**config.mk**
```make
export PLATFORM = sky130hd
export DESIGN_NAME = text_normalizer_stream_top
export DESIGN_NICKNAME = d
export VERILOG_FILES = /design/src/rtl/tns_pkg.sv /design/src/rtl/text_normalizer_stream_top.sv /design/src/rtl/tns_front.sv /design/src/rtl/tns_queue.sv /design/src/rtl/tns_back.sv
export SDC_FILE = /design/constraint.sdc
export NUM_CORES = 1
export LEC_CHECK = 0
export ABC_AREA = 1
export BUFFER_PORTS_ARGS = -buffer_cell sky130_fd_sc_hd__clkbuf_2
export CAP_MARGIN = 40
export CORE_AREA = 2 2 151 153
export DETAILED_ROUTE_END_ITERATION = 8
export DIE_AREA = 0 0 153 155
export PLACE_DENSITY = 0.5
export REMOVE_ABC_BUFFERS = 1
export SYNTH_ARGS = -nofsm -noshare
export SYNTH_HDL_FRONTEND = slang
export SYNTH_SLANG_ARGS = --single-unit
```
**constraint.sdc**
```tcl
create_clock -name clk_i -period 4.6 [get_ports clk_i]
set_clock_uncertainty 0.15 [all_clocks]
set_input_delay 0.23 -clock clk_i [delete_from_list [all_inputs] [get_ports clk_i]]
set_output_delay 0.23 -clock clk_i [all_outputs]
set_load 0.1 [all_outputs]
```
**src/rtl/tns_pkg.sv**
```systemverilog
`default_nettype none
// ----------------------------------------------------------------------------
// tns_pkg
// shared types, character codes and helpers of the text normaliser stream
// ----------------------------------------------------------------------------
package tns_pkg;

  localparam int unsigned QDepth = 4;
  localparam int unsigned QAw    = $clog2(QDepth);
  localparam int unsigned QCw    = $clog2(QDepth + 1);

  localparam logic [7:0] ChSpace  = 8'h20;
  localparam logic [7:0] ChPeriod = 8'h2E;
  localparam logic [7:0] ChComma  = 8'h2C;
  localparam logic [7:0] ChExcl   = 8'h21;
  localparam logic [7:0] ChQuery  = 8'h3F;
  localparam logic [7:0] ChSemi   = 8'h3B;
  localparam logic [7:0] ChColon  = 8'h3A;
  localparam logic [7:0] ChDash   = 8'h2D;
  localparam logic [7:0] ChApos   = 8'h27;
  localparam logic [7:0] ChQuote  = 8'h22;
  localparam logic [7:0] ChUpperA = 8'h41;
  localparam logic [7:0] ChUpperZ = 8'h5A;
  localparam logic [7:0] ChLowerA = 8'h61;
  localparam logic [7:0] ChLowerZ = 8'h7A;
  localparam logic [7:0] CaseBit  = 8'h20;

  // up to three filtered bytes from one request, before case folding
  typedef struct packed {
    logic [2:0][7:0] bytes;
    logic [1:0]      cnt;
    logic            last;
  } tns_entry_t;

  function automatic logic tns_is_mark(input logic [7:0] c);
    return (c == ChPeriod) || (c == ChComma) || (c == ChExcl) || (c == ChQuery) ||
           (c == ChSemi) || (c == ChColon) || (c == ChDash) || (c == ChApos) ||
           (c == ChQuote);
  endfunction

  function automatic logic tns_is_stop(input logic [7:0] c);
    return (c == ChPeriod) || (c == ChExcl) || (c == ChQuery);
  endfunction

endpackage
`default_nettype wire

```
**src/rtl/text_normalizer_stream_top.sv**
```systemverilog
`default_nettype none
// ----------------------------------------------------------------------------
// text_normalizer_stream_top
// streaming text normaliser: space collapsing, punctuation filter, sentence case
//
// input channel: push with char_in_i and is_last_i, taken when full is low;
// one byte of text per request, is_last_i on the final byte of a text.
// result channel: empty low means char_out_o, has_char_o and end_of_text_o hold
// the oldest result, taken when pop is high. a text with no output byte ends
// in a bare marker (has_char_o low, end_of_text_o high).
// the front takes one request per cycle while full is low and writes at most
// one entry of up to three bytes into a four-entry queue; the back delivers one
// result per cycle while pop is high or the output register is empty, from the
// queue into an output register. with nothing waiting, the first result of a
// request is written to the queue and then to the output register before it
// shows. requests are taken one per cycle while results average at most one per
// request; a request with three results holds the back until all three are out.
// a stalled receiver fills the output register, then the queue, then full rises.
// reset clears all text state; empty is high and full low afterwards.
// ----------------------------------------------------------------------------
module text_normalizer_stream_top import tns_pkg::*; (
  input  wire logic       clk_i,
  input  wire logic       rst_ni,
  input  wire logic       push,
  output logic            full,
  input  wire logic [7:0] char_in_i,
  input  wire logic       is_last_i,
  output logic            empty,
  input  wire logic       pop,
  output logic [7:0]      char_out_o,
  output logic            has_char_o,
  output logic            end_of_text_o
);

  logic       q_push;
  logic       q_full;
  logic       q_pop;
  logic       q_empty;
  tns_entry_t q_wr_entry;
  tns_entry_t q_rd_entry;

  tns_front u_front (
    .clk_i     (clk_i),
    .rst_ni    (rst_ni),
    .push      (push),
    .full      (full),
    .char_in_i (char_in_i),
    .is_last_i (is_last_i),
    .q_push_o  (q_push),
    .q_entry_o (q_wr_entry),
    .q_full_i  (q_full)
  );

  tns_queue u_queue (
    .clk_i   (clk_i),
    .rst_ni  (rst_ni),
    .push_i  (q_push),
    .entry_i (q_wr_entry),
    .full_o  (q_full),
    .pop_i   (q_pop),
    .entry_o (q_rd_entry),
    .empty_o (q_empty)
  );

  tns_back u_back (
    .clk_i         (clk_i),
    .rst_ni        (rst_ni),
    .q_empty_i     (q_empty),
    .q_entry_i     (q_rd_entry),
    .q_pop_o       (q_pop),
    .empty         (empty),
    .pop           (pop),
    .char_out_o    (char_out_o),
    .has_char_o    (has_char_o),
    .end_of_text_o (end_of_text_o)
  );

endmodule
`default_nettype wire

```
**src/rtl/tns_front.sv**
```systemverilog
`default_nettype none
// ----------------------------------------------------------------------------
// tns_front
// space collapsing and punctuation filtering, one request per cycle while full is low
// ----------------------------------------------------------------------------
module tns_front import tns_pkg::*; (
  input  wire logic       clk_i,
  input  wire logic       rst_ni,
  input  wire logic       push,
  output logic            full,
  input  wire logic [7:0] char_in_i,
  input  wire logic       is_last_i,
  output logic            q_push_o,
  output tns_entry_t      q_entry_o,
  input  wire logic       q_full_i
);

  logic       acc;
  logic       sp_q, sp_d;
  logic       ne_q, ne_d;
  logic [1:0] cnt_q, cnt_d;
  logic       prev_q, prev_d;
  tns_entry_t ent;

  assign full = q_full_i;
  assign acc  = push & ~q_full_i;

  always_comb begin : p_step
    logic       pend;
    logic [1:0] n;
    pend       = sp_q;
    ne_d       = ne_q;
    cnt_d      = cnt_q;
    prev_d     = prev_q;
    n          = 2'd0;
    ent.bytes  = '0;
    ent.last   = is_last_i;
    if (char_in_i == ChSpace) begin
      if (ne_q) begin
        pend = 1'b1;
      end
    end else begin
      if (pend) begin
        if (cnt_d != 2'd0) begin
          if (!prev_d) begin
            ent.bytes[n] = ChPeriod;
            n            = n + 2'd1;
          end
          prev_d = 1'b1;
          cnt_d  = 2'd0;
        end
        ent.bytes[n] = ChSpace;
        n            = n + 2'd1;
        prev_d       = 1'b0;
        pend         = 1'b0;
      end
      if (char_in_i == ChPeriod) begin
        if (cnt_d == 2'd2) begin
          // ellipsis
          ent.bytes[0] = ChPeriod;
          ent.bytes[1] = ChPeriod;
          ent.bytes[2] = ChPeriod;
          n            = 2'd3;
          prev_d       = 1'b1;
          cnt_d        = 2'd0;
        end else begin
          cnt_d = cnt_d + 2'd1;
        end
      end else begin
        if (cnt_d != 2'd0) begin
          if (!prev_d) begin
            ent.bytes[n] = ChPeriod;
            n            = n + 2'd1;
          end
          prev_d = 1'b1;
          cnt_d  = 2'd0;
        end
        if (tns_is_mark(char_in_i)) begin
          if (!prev_d) begin
            ent.bytes[n] = char_in_i;
            n            = n + 2'd1;
            prev_d       = 1'b1;
          end
        end else begin
          ent.bytes[n] = char_in_i;
          n            = n + 2'd1;
          prev_d       = 1'b0;
        end
      end
      ne_d = 1'b1;
    end
    if (is_last_i) begin
      // flush held periods, then back to the start of a text
      if (cnt_d != 2'd0 && !prev_d) begin
        ent.bytes[n] = ChPeriod;
        n            = n + 2'd1;
      end
      pend   = 1'b0;
      ne_d   = 1'b0;
      cnt_d  = 2'd0;
      prev_d = 1'b0;
    end
    sp_d    = pend;
    ent.cnt = n;
  end

  assign q_entry_o = ent;
  assign q_push_o  = acc & ((ent.cnt != 2'd0) | is_last_i);

  always_ff @(posedge clk_i or negedge rst_ni) begin
    if (!rst_ni) begin
      sp_q   <= 1'b0;
      ne_q   <= 1'b0;
      cnt_q  <= 2'd0;
      prev_q <= 1'b0;
    end else if (acc) begin
      sp_q   <= sp_d;
      ne_q   <= ne_d;
      cnt_q  <= cnt_d;
      prev_q <= prev_d;
    end
  end

endmodule
`default_nettype wire

```
**src/rtl/tns_queue.sv**
```systemverilog
`default_nettype none
// ----------------------------------------------------------------------------
// tns_queue
// short queue of filtered entries between front and back
// ----------------------------------------------------------------------------
module tns_queue import tns_pkg::*; (
  input  wire logic       clk_i,
  input  wire logic       rst_ni,
  input  wire logic       push_i,
  input  tns_entry_t      entry_i,
  output logic            full_o,
  input  wire logic       pop_i,
  output tns_entry_t      entry_o,
  output logic            empty_o
);

  tns_entry_t           mem_q [QDepth];
  logic [QAw-1:0]       wr_q, wr_d;
  logic [QAw-1:0]       rd_q, rd_d;
  logic [QCw-1:0]       cnt_q, cnt_d;
  logic                 do_push;
  logic                 do_pop;

  assign full_o  = (cnt_q == QCw'(QDepth));
  assign empty_o = (cnt_q == '0);
  assign do_push = push_i & ~full_o;
  assign do_pop  = pop_i & ~empty_o;
  assign entry_o = mem_q[rd_q];

  always_comb begin
    wr_d  = do_push ? wr_q + QAw'(1) : wr_q;
    rd_d  = do_pop ? rd_q + QAw'(1) : rd_q;
    cnt_d = cnt_q;
    if (do_push && !do_pop) begin
      cnt_d = cnt_q + QCw'(1);
    end else if (!do_push && do_pop) begin
      cnt_d = cnt_q - QCw'(1);
    end
  end

  always_ff @(posedge clk_i) begin
    if (do_push) begin
      mem_q[wr_q] <= entry_i;
    end
  end

  always_ff @(posedge clk_i or negedge rst_ni) begin
    if (!rst_ni) begin
      wr_q  <= '0;
      rd_q  <= '0;
      cnt_q <= '0;
    end else begin
      wr_q  <= wr_d;
      rd_q  <= rd_d;
      cnt_q <= cnt_d;
    end
  end

endmodule
`default_nettype wire

```
**src/rtl/tns_back.sv**
```systemverilog
`default_nettype none
// ----------------------------------------------------------------------------
// tns_back
// unpacks queued entries one byte per cycle while pop is high or the output register is empty, applies sentence case
// ----------------------------------------------------------------------------
module tns_back import tns_pkg::*; (
  input  wire logic       clk_i,
  input  wire logic       rst_ni,
  input  wire logic       q_empty_i,
  input  tns_entry_t      q_entry_i,
  output logic            q_pop_o,
  output logic            empty,
  input  wire logic       pop,
  output logic [7:0]      char_out_o,
  output logic            has_char_o,
  output logic            end_of_text_o
);

  logic       vld_q, vld_d;
  logic [7:0] chr_q;
  logic       has_q;
  logic       eot_q;
  logic [1:0] pos_q, pos_d;
  logic       ss_q, ss_d;
  logic       take;
  logic       fin;
  logic [7:0] raw;
  logic [7:0] chr;
  logic       ss_nx;

  assign take = (~vld_q | pop) & ~q_empty_i;
  assign raw  = q_entry_i.bytes[pos_q];
  assign fin  = (q_entry_i.cnt == 2'd0) || (pos_q == q_entry_i.cnt - 2'd1);

  always_comb begin
    chr   = raw;
    ss_nx = ss_q;
    if (raw inside {[ChUpperA:ChUpperZ]}) begin
      if (!ss_q) begin
        chr = raw | CaseBit;
      end
      ss_nx = 1'b0;
    end else if (raw inside {[ChLowerA:ChLowerZ]}) begin
      if (ss_q) begin
        chr = raw & ~CaseBit;
      end
      ss_nx = 1'b0;
    end else if (tns_is_stop(raw)) begin
      ss_nx = 1'b1;
    end
    if (q_entry_i.cnt == 2'd0) begin
      chr = 8'h00;
    end
  end

  always_comb begin
    vld_d = take | (vld_q & ~pop);
    pos_d = pos_q;
    ss_d  = ss_q;
    if (take) begin
      pos_d = fin ? 2'd0 : pos_q + 2'd1;
      ss_d  = (fin & q_entry_i.last) ? 1'b1 : ss_nx;
    end
  end

  assign q_pop_o       = take & fin;
  assign empty         = ~vld_q;
  assign char_out_o    = chr_q;
  assign has_char_o    = has_q;
  assign end_of_text_o = eot_q;

  always_ff @(posedge clk_i or negedge rst_ni) begin
    if (!rst_ni) begin
      vld_q <= 1'b0;
      pos_q <= 2'd0;
      ss_q  <= 1'b1;
    end else begin
      vld_q <= vld_d;
      pos_q <= pos_d;
      ss_q  <= ss_d;
    end
  end

  always_ff @(posedge clk_i) begin
    if (take) begin
      chr_q <= chr;
      has_q <= (q_entry_i.cnt != 2'd0);
      eot_q <= fin & q_entry_i.last;
    end
  end

endmodule
`default_nettype wire

```
==> flow_metrics.py, run 1 <==
metrics = {
    "status": {
        "outcome": "complete, no violations",
    },
    "finish": {
        "nets": 751,
        "post-route-util_pct": 34.5,
        "seqCellArea_um2": 3950,
        "multi_input_area_um2": 2110,
        "fill_cells": 2302,
        "stdcell_count": 1023,
        "drive_above_1_share_pct": 12.1,
        "diodes": 0,
        "syn_to_final_growth_pct": 17.5,
    },
    "floorplanning": {
        "num_io_pins": 25,
        "rows": 55,
        "chipWidth_um": 153,
        "die_height_um": 155,
        "die_area_um2": 23700,
        "start_util_pct": 29.4,
        "core_area_um2": 22200,
    },
    "power": {
        "p_leak_nw": 3.27,
        "power_mw": 5.61,
        "peakVddDrop_uv": 250,
        "powerDensity_nw_per_um2": 732,
    },
    "clock_network": {
        "cts_buffer_depth": 2,
        "clock_sinks": 134,
        "clock_latency_ns": 0.42,
        "clk_pin_slew_ns": 0.06,
        "cts_root_buf": "clkbuf_16",
        "post_cts_buffers": 0,
        "htreeDepth": 4,
        "cts_tree": "built",
        "cts_buffers": 17,
    },
    "global_route": {
        "antenna_found_initial": 0,
        "grt_first_pass_wirelength_um": 24200,
        "grt_use_total_pct": 13.3,
        "grt_max_degree": 52,
        "overflow": 0,
        "grt_pass1_vias": 4514,
    },
    "setup_path": {
        "startpoint_type": "flip-flop",
        "cp_data_required_time_ns": 4.75,
        "crit_type": "flip-flop to flip-flop",
        "end_kind": "flip-flop",
        "cp_data_arrival_time_ns": 3.61,
        "critPathMaxFanout": 51,
        "regToRegSetupSlack_ns": 1.14,
    },
    "placed_design": {
        "dp.cells": 988,
        "preCtsSetupSlack_ns": 1.11,
        "gp_congestion": 0.805,
        "io_buffer_count": 24,
        "dp_hpwl_um": 9900,
    },
    "timing": {
        "setup_viol": 0,
        "finalMaxSlewViolations": 0,
        "tightest_slew_ns": 0.784,
        "rsz0062_at_grt": "false",
        "hold_violations": 0,
        "max_slew_margin_pct": 47.5,
        "fin_ws_ns": 1.14,
        "fmax_mhz": 289,
        "setup_tns_ns": 0,
        "fin_crit_ns": 3.46,
        "finalCritPeriodShare_pct": 75.2,
    },
    "yosys": {
        "netlist.area_leader.share_pct": 54.3,
        "syn_area_um2": 6530,
        "yosys.cell_types.count": 40,
        "yosys-top-cells-area": "edfxtp_1, nand2_1, dfrtp_1, inv_1, nor2_1",
        "yosys_register_bits": 134,
        "synth_warnings": 0,
        "synthCells": 688,
        "synth.avg_cell_area_um2": 9.49,
        "yosys.area.top_type": "edfxtp_1",
        "ys_seq_area_share_pct": 60.4,
    },
    "routing": {
        "drt_first_pass_iters": 4,
        "vias": 4558,
        "ant_nets": 0,
        "routedWlPerCell_um": 14.4,
        "drc": 0,
        "routed_wirelength_um": 14800,
        "routed_via_density": 4.46,
        "first_iter_violations": 247,
    },
    "worst_hold_path": {
        "hold_path_class": "input port to flip-flop",
    },
    "run": {
        "cap_viol_max_count": 0,
    },
}
==> cells in the final DEF (no fill, tap or decap), types with 12 or more instances in the layout <==
master     Yosys  layout
nand2_1      167     167
edfxtp_1     118     118
inv_1         96      96
nor2_1        79      75
nand3_1       57      57
o21ai_0       53      53
clkbuf_2       0      24
clkbuf_16      0      17
dfrtp_1       15      15
a21oi_1       12      12
ha_1          12      12
==> cell usage after synthesis, drive strengths merged <==
cell and instances:
o22ai 11, o22a 1, o21ai 57, a211o 1, o211ai 2, clkinv 3, nor3 4, buf 12
nand4 2, a21oi 12, ha 12, or2 2, nor2 80, a31oi 7, nand2 174, clkbuf 8
dfrtp 15, fa 1, inv 99, xnor2 2, a22oi 1, edfxtp 118, a32o 1, xor2 4
dfstp 1, nand3 58
==> flip-flops by register name (all words and copies together), names as in the netlist, 2 cells and up <==
signal / count
u_queue.mem_q: 108
u_back.char_out_o: 8
u_queue.cnt_q: 3
u_back.pos_q: 2
u_front.cnt_q: 2
u_queue.rd_q: 2
u_queue.wr_q: 2
==> kinds of logic after synthesis <==
kind of cell | synth area share, %
simple gates | 20.6
compound gates | 8.14
flops | 60.4
fa+ha+maj | 2.61
buf+inv | 7.42
xor+xnor | 0.805
==> critical path, cell delays in order (launching register included) <==
cell and delay, ns:
dfrtp_1 0.42, buf_4 0.47, nand2_1 0.10, a32o_1 0.26, ha_1 0.28, xnor2_1 0.12, a21oi_1 0.11, o21ai_1 0.08
nand2_1 0.08, inv_1 0.04, nor2_1 0.23, inv_1 0.13, ha_1 0.21, inv_1 0.09, fa_1 0.41, nor2_1 0.11
a21oi_1 0.05
==> metrics by stage <==
| step | area, µm² | hold slack (ns) |
|---|---|---|
| floorplan | 6430 | -0.216 |
| global placement | 7000 | 0.0589 |
| detailed placement | 7000 | 0.0542 |
| CTS | 7670 | 0.0278 |
| global route | 7670 | 0.0659 |
| finish | 7670 | 0.0418 |
==> path summary, 6_finish.rpt <==
kind / startpoint / end / cells after the start
worst max-delay path: u_queue.rd_q[0]$_DFFE_PN0P_ / u_queue.cnt_q[1]$_DFFE_PN0P_ / 16
worst min-delay path: char_in_i[7] / u_queue.mem_q[3][10]$_DFFE_PP_ / 3
worst max register to register: u_queue.rd_q[0]$_DFFE_PN0P_ / u_queue.cnt_q[1]$_DFFE_PN0P_ / 16
max in group asynchronous: rst_ni / u_back.ss_q$_DFFE_PN1P_ / 2
min in group asynchronous: rst_ni / u_back.pos_q[0]$_DFFE_PN0P_ / 2
worst min register to register: u_back.ss_q$_DFFE_PN1P_ / u_back.ss_q$_DFFE_PN1P_ / 2
==> per-layer routing <==
layer | track usage, % | up-vias | routed length, µm
li1 | - | 2345 | -
met1 | 16.6 | 2121 | 6780
met2 | 22.9 | 69 | 7240
met3 | 2.37 | 23 | 474
met4 | 5.64 | 0 | 276
met5 | 0 | - | 0
==> what timing repair did <==
action | 4_1_cts | 5_1_grt
gates resized for setup | 0 | 0
endpoints found under the hold margin | 21 | 0
hold buffers | 3 | 0
==> area by class of cell <==
type,instances,share of cell area (%)
clock buffers,18,5.60
multi-input cells,432,27.5
well taps,285,4.65
inverters,102,5.09
repair buffers,38,3.03
flip-flops and latches,134,51.4
clock inverters,14,2.69
==> power breakdown <==
| group | leakage, nW | switching [mW] | total, mW | internal, mW |
|---|---|---|---|---|
| Combinational | 1.65 | 1.73 | 2.35 | 0.620 |
| Sequential | 1.31 | 0.0914 | 1.81 | 1.72 |
| Clock | 0.309 | 0.493 | 1.45 | 0.956 |
| Total | 3.27 | 2.31 | 5.61 | 3.30 |
Power figures use the tool's default switching activity.
==> inputs of run 2 (changes only) <==
--- a/config.mk
+++ b/config.mk
@@ -5,13 +5,13 @@
 export SDC_FILE = /design/constraint.sdc
 export NUM_CORES = 1
 export LEC_CHECK = 0
-export ABC_AREA = 1
+export ABC_AREA = 0
 export BUFFER_PORTS_ARGS = -buffer_cell sky130_fd_sc_hd__clkbuf_2
 export CAP_MARGIN = 40
-export CORE_AREA = 2 2 151 153
+export CORE_AREA = 2 2 148 150
 export DETAILED_ROUTE_END_ITERATION = 8
-export DIE_AREA = 0 0 153 155
-export PLACE_DENSITY = 0.5
+export DIE_AREA = 0 0 150 152
+export PLACE_DENSITY = 0.52
 export REMOVE_ABC_BUFFERS = 1
 export SYNTH_ARGS = -nofsm -noshare
 export SYNTH_HDL_FRONTEND = slang
==> constraint.sdc (replaced) <==
create_clock -name clk_i -period 3 [get_ports clk_i]
set_clock_uncertainty 0.15 [all_clocks]
set_input_delay 0.15 -clock clk_i [delete_from_list [all_inputs] [get_ports clk_i]]
set_output_delay 0.15 -clock clk_i [all_outputs]
set_load 0.1 [all_outputs]
==> flow_metrics.py, run 2 <==
metrics = {
    "status": {
        "outcome": "complete, no violations",
    },
    "floorplanning": {
        "num_io_pins": 25,
        "die_area_um2": 22800,
        "start_util_pct": 29.2,
        "chipWidth_um": 150,
        "die_height_um": 152,
        "rows": 54,
        "core_area_um2": 21400,
    },
    "clock_network": {
        "htreeDepth": 4,
        "clk_pin_slew_ns": 0.05,
        "clock_latency_ns": 0.41,
        "cts_buffers": 17,
        "cts_root_buf": "clkbuf_16",
        "cts_tree": "built",
        "cts_buffer_depth": 2,
        "clock_sinks": 134,
    },
    "setup_path": {
        "crit_type": "flip-flop to flip-flop",
        "slowest_stage": "mux4_2",
        "crit_path_frequent_cell": "inv_2",
        "critPathMaxFanout": 4,
        "path_cells": "mux4_2 > inv_2 > ha_4 > xor2_2 > a21oi_2 > inv_2 > nand2_4 > ha_4 > inv_2 > fa_2 > xor2_1 > nor2_1 > xor2_1",
        "max_stage_delay_ns": 0.53,
        "startpoint": "u_queue.rd_q[0]$_DFFE_PN0P_",
        "cp_data_required_time_ns": 3.18,
        "startpoint_type": "flip-flop",
        "end_kind": "flip-flop",
        "rr_startpoint": "u_queue.rd_q[0]$_DFFE_PN0P_",
        "cp_data_arrival_time_ns": 3.07,
    },
    "run": {
        "cap_viol_max_count": 0,
    },
    "finish": {
        "drive_above_1_share_pct": 31.0,
        "diodes": 0,
        "nets": 542,
        "final_common_cell": "edfxtp_1",
        "final_cell_mix": "edfxtp_1, buf_4, clkbuf_2",
        "largest-register": "u_queue.mem_q",
        "fin_area_um2": 7690,
        "largest_reg_flops": 108,
        "syn_to_final_growth_pct": 23.2,
    },
    "timing": {
        "fmax_mhz": 346,
        "finalCritPeriodShare_pct": 96.3,
        "tightest_slew_ns": 0.739,
        "hold_violations": 0,
        "finalMaxSlewViolations": 0,
        "fin_crit_ns": 2.89,
        "max_slew_margin_pct": 50.2,
        "whs_ns": 0.0698,
        "rsz0062_at_grt": "true",
        "setup_viol": 0,
    },
    "global_route": {
        "overflow": 0,
        "grt_max_degree": 28,
        "antenna_found_initial": 0,
        "grt_pass1_vias": 3917,
        "grt_first_pass_wirelength_um": 22000,
        "grt_use_total_pct": 12.9,
    },
    "routing": {
        "routed_wirelength_um": 14100,
        "routedWlPerCell_um": 17.5,
        "drc": 0,
        "routed_via_density": 4.82,
        "ant_nets": 0,
        "first_iter_violations": 281,
        "vias": 3883,
        "drt_first_pass_iters": 9,
    },
    "yosys": {
        "yosys_register_bits": 134,
        "yosys-top-cells-count": "edfxtp_1, o21ai_0, nor2_1",
        "syn_area_um2": 6240,
        "yosysMostFrequentCell": "edfxtp_1",
        "netlist.area_leader.share_pct": 56.8,
        "yosys.cell_types.count": 64,
        "ys_seq_area_share_pct": 63.2,
        "synthCells": 434,
        "synth.avg_cell_area_um2": 14.4,
        "synth_warnings": 0,
        "yosys-top-cells-area": "edfxtp_1, mux4_2, dfrtp_1, mux2i_1, ha_1",
        "yosys.area.top_type": "edfxtp_1",
        "yosys_most_used_dff": "edfxtp_1",
        "async_flop_share_pct": 11.9,
        "synth_edf_count": 118,
    },
    "power": {
        "p_leak_nw": 2.82,
        "peakVddDrop_uv": 399,
        "power_mw": 8.43,
        "powerDensity_nw_per_um2": 1100,
    },
    "placed_design": {
        "post_dp_cell_area_um2": 6990,
        "dp_hpwl_um": 9630,
        "gp_congestion": 0.884,
        "io_buffer_count": 24,
    },
    "worst_hold_path": {
        "hold_path_class": "input port to async pin",
    },
}
[run 2: changes by cell type in the layout (fill, tap and decap cells not counted), sizes merged, moves of 6 or more]
cell / previous run / this run
buf: 11 / 58
nor2: 80 / 23
inv: 100 / 20
o22ai: 11 / 5
and3: 0 / 10
o21ai: 57 / 25
mux2i: 0 / 18
nand3: 58 / 5
mux4: 0 / 17
nand2: 174 / 20
nor2b: 0 / 6
a21oi: 12 / 22
[run 2: final timing paths]
path                                                  end  depth (start not counted)  slack, ns
setup reg to reg             u_queue.cnt_q[2]$_DFFE_PN0P_                         13       0.11
max in group asynchronous      u_front.prev_q$_DFFE_PN0P_                          2       2.28
hold / removal                u_queue.rd_q[1]$_DFFE_PN0P_                          2       0.07
setup / recovery             u_queue.cnt_q[2]$_DFFE_PN0P_                         13       0.11
min in group clk_i         u_queue.mem_q[3][26]$_DFFE_PP_                          3       0.14
hold reg to reg              u_queue.cnt_q[2]$_DFFE_PN0P_                          1       0.35
[run 2: timing repair]
action / CTS / global route
hold buffers: 3 / 0
endpoints found under the hold margin: 24 / 0
pin swaps: 4 / 12
gates resized for setup: 4 / 21
gates cloned: 0 / 0
endpoints found under the setup margin: 1 / 4
buffers inserted: 3 / 4
[run 2: cell type report]
class	count	area, µm²
clock buffers	23	448
flip-flops and latches	134	3950
inverters	21	83.8
fillers	2046	13700
repair buffers	85	643
clock inverters	6	80.1
well taps	280	350
multi-input cells	257	2130
[run 2: cells by family after synthesis]
logic type | synth area share [%]
compound gates | 9.91
mux | 9.81
buf+inv | 3.83
xor+xnor | 1.54
flops | 63.2
fa+ha+maj | 2.73
simple gates | 8.94
[run 2: routing by layer]
layer  vias to the layer above  routed length [µm]  global-route usage [%]
li1                       1831                   -                       -
met1                      1958                6420                    17.8
met2                        81                6870                    20.0
met3                        13                 592                    3.21
met4                         0                 193                    3.91
met5                         -                   0                       0
[run 2: stage by stage]
step / setup WS, ns / util, % / setup TNS, ns / instances
6_report: 0.110 / 36.0 / 0 / 806
5_1_grt: -0.0243 / 36.0 / -0.0243 / 806
4_1_cts: 0.0162 / 35.5 / 0 / 802
3_5_place_dp: -0.0783 / 32.7 / -0.126 / 767
3_3_place_gp: -0.00695 / 32.7 / -0.0112 / 767
2_1_floorplan: -1.83 / - / -171.35 / 412
[run 2: power breakdown]
part           internal [mW]  switching (mW)  total [mW]
clock network           1.20           0.682        1.88
registers               2.64           0.186        2.83
logic                   1.51            2.21        3.72
[run 2: critical path: cells and delay by family, from the launching register on]
family / cells / cell delay (ns)
buffers and inverters: 3 / 0.20
adders and majority gates: 3 / 0.69
AOI/OAI and AO/OA: 1 / 0.16
and+or+nand+nor: 2 / 0.22
DFF: 1 / 0.41
muxes: 1 / 0.53
xor gates and xnor gates: 3 / 0.47
